## config.mk

```make
export PLATFORM = sky130hd
export DESIGN_NAME = sorted_priority_queue_core
export DESIGN_NICKNAME = d
export VERILOG_FILES = /design/src/spq_pkg.sv /design/src/sorted_priority_queue_core.sv /design/src/spq_ctrl.sv /design/src/spq_datapath.sv
export SDC_FILE = /design/constraint.sdc
export NUM_CORES = 2
export LEC_CHECK = 0
export ABC_CLOCK_PERIOD_IN_PS = 6550
export CORE_MARGIN = 1.5
export CORE_UTILIZATION = 65
export CTS_CLUSTER_DIAMETER = 200
export DETAILED_ROUTE_END_ITERATION = 16
export DONT_BUFFER_PORTS = 1
export PLACE_DENSITY = 0.81
export SLEW_MARGIN = 20
export SYNTH_ARGS = -nofsm -noshare
export SYNTH_HDL_FRONTEND = slang
export SYNTH_SLANG_ARGS = --single-unit
```

## constraint.sdc

```tcl
create_clock -name clk -period 6.55 [get_ports clk]
set_input_delay 0.3275 -clock clk [delete_from_list [all_inputs] [get_ports clk]]
set_output_delay 0.3275 -clock clk [all_outputs]
set_load 0.01 [all_outputs]
```

## src/spq_pkg.sv

```systemverilog
// Shared types and constants for the sorted priority queue.
package spq_pkg;

    localparam int DEFAULT_CAPACITY = 16;
    localparam int VALUE_W = 32;
    localparam int OP_W = 2;
    localparam int COUNT_OUT_W = 5;
    localparam int OUT_DATA_W = 40;

    typedef enum logic [OP_W-1:0] {
        OP_PUSH  = 2'd0,
        OP_POP   = 2'd1,
        OP_CLEAR = 2'd2,
        OP_NONE  = 2'd3
    } op_t;

    typedef enum logic {
        ST_IDLE,
        ST_SEND
    } state_t;

    typedef struct packed {
        logic exec;
    } dp_cmd_t;

endpackage

```

## src/sorted_priority_queue_core.sv

```systemverilog
// Top level of the sorted priority queue: stream ports, controller and datapath.
//
// Usage:
//   Input channel s_*: s_tuser carries the operation (push, pop head, clear),
//   s_tdata carries the signed 32-bit value used by push.
//   Output channel m_*: one result per accepted transfer with the head value
//   (zero when empty), the empty flag, the success flag and the entry count.
//   Entries stay sorted largest first; equal values leave last in, first out.
//   A push to a full queue or a pop on an empty queue leaves the queue as is
//   and reports failure; an unused operation code also reports failure.
// Timing:
//   A transfer is executed at the edge it is accepted; its result is valid on
//   the next cycle. One item is in flight at a time: a new transfer is not
//   accepted until its result has been taken. Insertion compares all entries
//   in parallel.
// Reset:
//   rst_n empties the queue and drops any pending result.
// Stall:
//   While m_tready is low a pending result holds and s_tready stays low.
module sorted_priority_queue_core
    import spq_pkg::*;
#(
    parameter int CAPACITY = DEFAULT_CAPACITY
)
(
    input  logic                  clk,
    input  logic                  rst_n,
    input  logic                  s_tvalid,
    output logic                  s_tready,
    input  logic [VALUE_W-1:0]    s_tdata,   // [31:0] value
    input  logic [OP_W-1:0]       s_tuser,   // [1:0] op
    output logic                  m_tvalid,
    input  logic                  m_tready,
    output logic [OUT_DATA_W-1:0] m_tdata    // [31:0] head_value, [32] is_empty,
                                             // [33] done_ok, [38:34] entry_count
);

    dp_cmd_t                   cmd;
    logic signed [VALUE_W-1:0] head_value;
    logic                      is_empty;
    logic                      done_ok;
    logic [COUNT_OUT_W-1:0]    entry_count;

    spq_ctrl u_ctrl (
        .clk       (clk),
        .rst_n     (rst_n),
        .in_valid  (s_tvalid),
        .in_ready  (s_tready),
        .out_valid (m_tvalid),
        .out_ready (m_tready),
        .cmd       (cmd)
    );

    spq_datapath #(
        .CAPACITY (CAPACITY)
    ) u_datapath (
        .clk         (clk),
        .rst_n       (rst_n),
        .cmd         (cmd),
        .op          (s_tuser),
        .value       ($signed(s_tdata)),
        .head_value  (head_value),
        .is_empty    (is_empty),
        .done_ok     (done_ok),
        .entry_count (entry_count)
    );

    assign m_tdata = {1'b0, entry_count, done_ok, is_empty, head_value};

endmodule

```

## src/spq_ctrl.sv

```systemverilog
// Controller state machine: accept one transfer, then present its result.
module spq_ctrl
    import spq_pkg::*;
(
    input  logic       clk,
    input  logic       rst_n,
    input  logic       in_valid,
    output logic       in_ready,
    output logic       out_valid,
    input  logic       out_ready,
    output dp_cmd_t    cmd
);

    state_t state_reg;
    state_t state_next;

    always_ff @(posedge clk or negedge rst_n)
    begin
        if (!rst_n)
        begin
            state_reg <= ST_IDLE;
        end
        else
        begin
            state_reg <= state_next;
        end
    end

    always_comb
    begin
        state_next = state_reg;
        case (state_reg)
            ST_IDLE:
            begin
                if (in_valid)
                begin
                    state_next = ST_SEND;
                end
            end
            ST_SEND:
            begin
                if (out_ready)
                begin
                    state_next = ST_IDLE;
                end
            end
            default:
            begin
                state_next = ST_IDLE;
            end
        endcase
    end

    always_comb
    begin
        in_ready  = 1'b0;
        out_valid = 1'b0;
        cmd.exec  = 1'b0;
        case (state_reg)
            ST_IDLE:
            begin
                in_ready = 1'b1;
                cmd.exec = in_valid;
            end
            ST_SEND:
            begin
                out_valid = 1'b1;
            end
            default:
            begin
                in_ready = 1'b0;
            end
        endcase
    end

endmodule

```

## src/spq_datapath.sv

```systemverilog
// Datapath: sorted row of entry cells, fill count and result fields.
module spq_datapath
    import spq_pkg::*;
#(
    parameter int CAPACITY = DEFAULT_CAPACITY
)
(
    input  logic                      clk,
    input  logic                      rst_n,
    input  dp_cmd_t                   cmd,
    input  logic [OP_W-1:0]           op,
    input  logic signed [VALUE_W-1:0] value,
    output logic signed [VALUE_W-1:0] head_value,
    output logic                      is_empty,
    output logic                      done_ok,
    output logic [COUNT_OUT_W-1:0]    entry_count
);

    localparam int CNT_W = $clog2(CAPACITY + 1);
    localparam logic [CNT_W-1:0] CNT_FULL = CNT_W'(CAPACITY);
    localparam logic [CNT_W-1:0] CNT_ONE  = CNT_W'(1);

    logic signed [VALUE_W-1:0] cell_reg  [CAPACITY];
    logic signed [VALUE_W-1:0] cell_next [CAPACITY];
    logic [CAPACITY-1:0]       gt;
    logic [CNT_W-1:0]          count_reg;
    logic [CNT_W-1:0]          count_next;
    logic                      ok_reg;
    logic                      ok_next;
    logic                      full;
    logic                      empty;

    assign full  = (count_reg == CNT_FULL);
    assign empty = (count_reg == '0);

    // compare every occupied cell against the pushed value at once
    always_comb
    begin
        for (int k = 0; k < CAPACITY; k++)
        begin
            gt[k] = (CNT_W'(k) < count_reg) && (cell_reg[k] > value);
        end
    end

    for (genvar k = 0; k < CAPACITY; k++)
    begin : g_cell
        logic signed [VALUE_W-1:0] from_left;
        logic signed [VALUE_W-1:0] from_right;
        logic                      left_gt;

        if (k == 0)
        begin : g_first
            assign from_left = value;
            assign left_gt   = 1'b1;
        end
        else
        begin : g_rest
            assign from_left = cell_reg[k-1];
            assign left_gt   = gt[k-1];
        end

        if (k == CAPACITY - 1)
        begin : g_last
            assign from_right = cell_reg[k];
        end
        else
        begin : g_inner
            assign from_right = cell_reg[k+1];
        end

        always_comb
        begin
            cell_next[k] = cell_reg[k];
            if (cmd.exec && op == OP_PUSH && !full)
            begin
                if (gt[k])
                begin
                    cell_next[k] = cell_reg[k];
                end
                else if (left_gt)
                begin
                    cell_next[k] = value;
                end
                else
                begin
                    cell_next[k] = from_left;
                end
            end
            else if (cmd.exec && op == OP_POP && !empty)
            begin
                cell_next[k] = from_right;
            end
        end

        always_ff @(posedge clk)
        begin
            cell_reg[k] <= cell_next[k];
        end
    end

    always_comb
    begin
        count_next = count_reg;
        ok_next    = ok_reg;
        if (cmd.exec)
        begin
            ok_next = 1'b0;
            case (op)
                OP_PUSH:
                begin
                    if (!full)
                    begin
                        count_next = count_reg + CNT_ONE;
                        ok_next    = 1'b1;
                    end
                end
                OP_POP:
                begin
                    if (!empty)
                    begin
                        count_next = count_reg - CNT_ONE;
                        ok_next    = 1'b1;
                    end
                end
                OP_CLEAR:
                begin
                    count_next = '0;
                    ok_next    = 1'b1;
                end
                default:
                begin
                    ok_next = 1'b0;
                end
            endcase
        end
    end

    always_ff @(posedge clk or negedge rst_n)
    begin
        if (!rst_n)
        begin
            count_reg <= '0;
            ok_reg    <= 1'b0;
        end
        else
        begin
            count_reg <= count_next;
            ok_reg    <= ok_next;
        end
    end

    assign head_value  = empty ? '0 : cell_reg[0];
    assign is_empty    = empty;
    assign done_ok     = ok_reg;
    assign entry_count = COUNT_OUT_W'(count_reg);

endmodule

```

==> flow_results.org <==
** Timing
- Number of endpoints with negative hold slack in the final report :: 0
- On the final layout, the worst hold slack is 8.93 ps.
- Slew headroom :: 30.9%
- Part of the cycle the worst path needs :: 67.0%
- RSZ-0062 raised after global routing :: false
- Transition time at the pin with the least slew margin :: 1030 ps
- Maximum clock rate :: 228 MHz
- Setup violators final :: 0
- On the final layout, the worst clock skew is 14.5 ps.
- Summed over all failing endpoints, the final setup total negative slack is 0 ps.
- Final-report max-slew violation count :: 0
- Time the worst path needs with I/O delays and setup :: 4390 ps

** Die
- Number of rows in the core area :: 87
- Pin placement for this block handled 80 I/O pins.
- Area enclosed by the die boundary :: 0.0587 mm²
- The die is 242 µm wide.
- Once the floorplan was initialized, standard cells occupied 65.9% of the core.
- From bottom edge to top edge, the die measures 242 µm.
- Placeable Area :: 0.0565 mm²

** Placement
- Counting tap cells, the placed design contains a total of 4320 instances.
- Once placement finished, the instance area stood at 0.0378 mm².
- Hpwl dp :: 82600 µm
- Final weighted congestion in routability-driven placement :: 0.959
- Port buffering added 0 buffers.

** Pwr
- Total power per unit cell area :: 268 mW/mm²
- For this design the static power due to leakage is 16.2 nW.
- Maximum vdd ir drop :: 0.242 mV

** Clock network
- Root buffer cell :: clkbuf_16
- The clock passes through at most 3 buffers.
- Clock latency on the worst-skew pair, taken at its later pin, is 650 ps.
- TritonCTS built the clock tree.
- The H-tree generated during clock tree synthesis spans 2 levels.
- Number of instances resized during post-cts repair :: 0
- Total CTS buffers :: 57
- Clock transition at the registers of the reported paths :: 70 ps
- Clock sink count :: 519

** Hold path
- Kind of path behind the tightest hold check :: in2reg
- Counting instances, the worst hold path has a depth of 2.
- The path with the worst hold slack has its endpoint at u_datapath.cell_reg[2][102]$_DFFE_PP_.
- In this run the most critical hold path is launched from s_tdata[6].

** Routing
- Vias/cell :: 7.13
- The final layout contains routed wiring with a total length of 119000 µm.
- First-pass detailed-route iteration total :: 5
- Antenna-violating nets left :: 0
- Routed wire length per instance :: 26.6 µm
- Summing over every cut layer, the via total after detailed routing is 31900.
- In this run, the number of DRC markers left after iteration 0 of detailed routing was 4077.
- # DRC :: 0

** Logic synthesis
- Net count after synthesis :: 4314
- Dominant combinational cell family by area after synthesis :: adder cells
- EDFF count, synth :: 512
- The mapped netlist covers 0.0372 mm².
- Portion of the post-synthesis area used by sequential elements :: 41.8%
- Simple-Gate Fraction of Synth Area :: 16.3%
- The synthesized netlist devotes 0% of its cell area to XOR and XNOR gates.
- Synth cell types :: 61
- Synthesis produced a netlist whose cell count is 3755.
- Among all flip-flop cells after synthesis, the most frequent one is edfxtp_1.
- The synthesized netlist devotes 15.7% of its cell area to compound gates.
- Mean instance size in the synthesized netlist :: 9.91 µm²
- Yosys warning count :: 0
- Measured against the total synthesized area, the mux share comes to 5.13%.
- Adder and majority gate portion of the synthesized area :: 17.5%
- Share of async-settable or async-resettable flops after synthesis :: 1.35%
- After synthesis the netlist holds a flip-flop and latch count of 519.

** Setup path
- For this run, the slowest stage of the critical path takes 870 ps.
- Critical path required time :: 6910 ps
- Arrival time at the worst endpoint :: 4750 ps
- Critical path launch point type :: flop
- Worst r2r dst :: u_datapath.cell_reg[0][89]$_DFFE_PP_
- Highest net fanout along the worst path :: 18
- The worst register-to-register path has a setup slack of 2160 ps.
- Counting stages on the worst path, the most repeated cell is a21oi_1.
- Worst path cell trace :: ha_1, a21oi_1, o21ai_0, a221oi_1, o221ai_1, a21oi_1, mux2i_4, buf_4, mux2i_1, a21oi_1
- CP max stage cell :: mux2i_4
- Counting cells, the worst reg-to-reg path comes to 10.
- STA classifies the critical path endpoint as a flop.
- By startpoint and endpoint, the worst setup path is classified as reg2reg.
- The worst register-to-register path begins at u_datapath.cell_reg[0][37]$_DFFE_PP_.

** GRT
- Global router's overall resource usage :: 39.7%
- First-pass GRT wire length :: 181000 µm
- Vias in the first global route :: 30900
- Largest net degree at the start of global routing :: 194
- Leftover overflow at the end of global routing :: 0
- Antenna violations before repair :: 3

** Outcome
- The flow ran to the end, and the final reports show no timing, DRC or antenna violations.

** Finish
- Number of flip-flops under the largest register name :: 512
- Share of cells above drive strength 1 :: 6.19%
- The library cell used most frequently in the layout, excluding fill and tap cells, is nand2_1.
- Non-filler instance count after layout :: 4472
- The net count of the finished layout is 4225.
- The area growth from synthesis to layout is 8.34%.
- The finished cells cover 0.0403 mm².
- In the layout the commonest cells are nand2_1, ha_1, edfxtp_1.

** Flow run
- Max-cap violation count :: 0
## layout make-up
class                           instances  area (µm²)
Multi-Input combinational cell       2912       20600
Fill cell                            4068       16200
Sequential cell                       519       15500
Clock buffer                           69        1550
Tap cell                              756         946
Timing Repair Buffer                   94         938
Clock inverter                         39         459
Inverter                               82         308
Antenna cell                            1        2.50
## cells in the mapped netlist (3+ instances only)
master      n  area (µm²)
a211oi_1   15         113
ha_1      521        6520
nor2_1    123         462
and2_1     40         250
a221oi_1   14         123
o22ai_1     3        18.8
buf_2      15        75.1
clkbuf_1  189         709
inv_1      82         308
nor3b_1     4        30.0
or2_2       4        25.0
o31ai_1     4        30.0
o21a_1      7        52.6
nand2_1   562        2110
a31oi_1     4        25.0
nor4_1     20         125
nor2b_1    21         131
and4_1     12         105
o211ai_1  330        2480
mux2_4     29         435
dfrtp_1     7         175
o21ai_1    13        65.1
or4b_2      8        80.1
buf_1      21        78.8
o221ai_1   13         114
nor3_1     26         130
o21ai_0    86         430
a21boi_0   10        75.1
buf_4      11        82.6
nand3_1   377        1890
nand4_1   109         682
mux2i_1   137        1370
edfxtp_1  512       15400
buf_6       6        67.6
mux2_2      6        67.6
a21oi_1   308        1540
a21o_1     72         541
## worst max path at each step
stage / cells after the start / slack [ps] / from / endpoint
2_1_floorplan: 11 / 1260 / s_tdata[5] / u_datapath.cell_reg[3][64]$_DFFE_PP_
4_1_cts: 10 / 2310 / u_datapath.cell_reg[3][73]$_DFFE_PP_ / u_datapath.cell_reg[3][109]$_DFFE_PP_
5_1_grt: 9 / 2000 / u_datapath.entry_count[1]$_DFFE_PN0P_ / u_datapath.cell_reg[1][115]$_DFFE_PP_
6_report: 10 / 2160 / u_datapath.cell_reg[0][37]$_DFFE_PP_ / u_datapath.cell_reg[0][89]$_DFFE_PP_
3_3_place_gp: 11 / 1930 / s_tdata[5] / u_datapath.cell_reg[3][104]$_DFFE_PP_
3_5_place_dp: 11 / 1900 / s_tdata[5] / u_datapath.cell_reg[3][109]$_DFFE_PP_
## metal layers
metal | global-route usage, % | vias to the layer above | share of wire (%)
met5 | 0 | - | 0
met4 | 26.0 | 0 | 7.7
met3 | 4.81 | 471 | 9.3
met2 | 64.6 | 2062 | 46
met1 | 50.2 | 15100 | 37
li1 | - | 14200 | -
## stage by stage
stage                     setup WS, ps  utilization [%]  power, W
after floorplan                   1260                -   0.00633
after global placement            1930             66.9   0.00704
after detailed placement          1900             66.9   0.00714
after CTS                         2310             71.1    0.0107
after global routing              2000             71.4    0.0112
final                             2160             71.4    0.0108
## cells by family (layout without fill, tap and decap cells)
logic type	Yosys count	after routing
other	1	2
flip-flops	519	519
AND/OR/NAND/NOR	1314	1314
adder cells (fa/ha/maj)	521	521
multiplexers	174	174
AO/OA/AOI/OAI	902	902
buffers and inverters	324	284
## report_power, final
group          internal [W]  total [W]  switching (W)
sequential          0.00402    0.00433       0.000305
combinational      0.000984    0.00293        0.00195
clock               0.00208    0.00356        0.00148
## critical path: cells and delay by family (launching register included)
family                     cells  cell delay, ps
adders and majority gates      1             360
AOI/OAI and AO/OA              6            1460
muxes                          2            1270
buffers and inverters          1             510
DFF                            1             480
## repair_timing
item / in CTS / in global routing
hold endpoints to repair: 125 / 0
hold buffers: 38 / 0
setup buffers: 0 / 0
No activity file was read; power rests on OpenSTA's default activity.
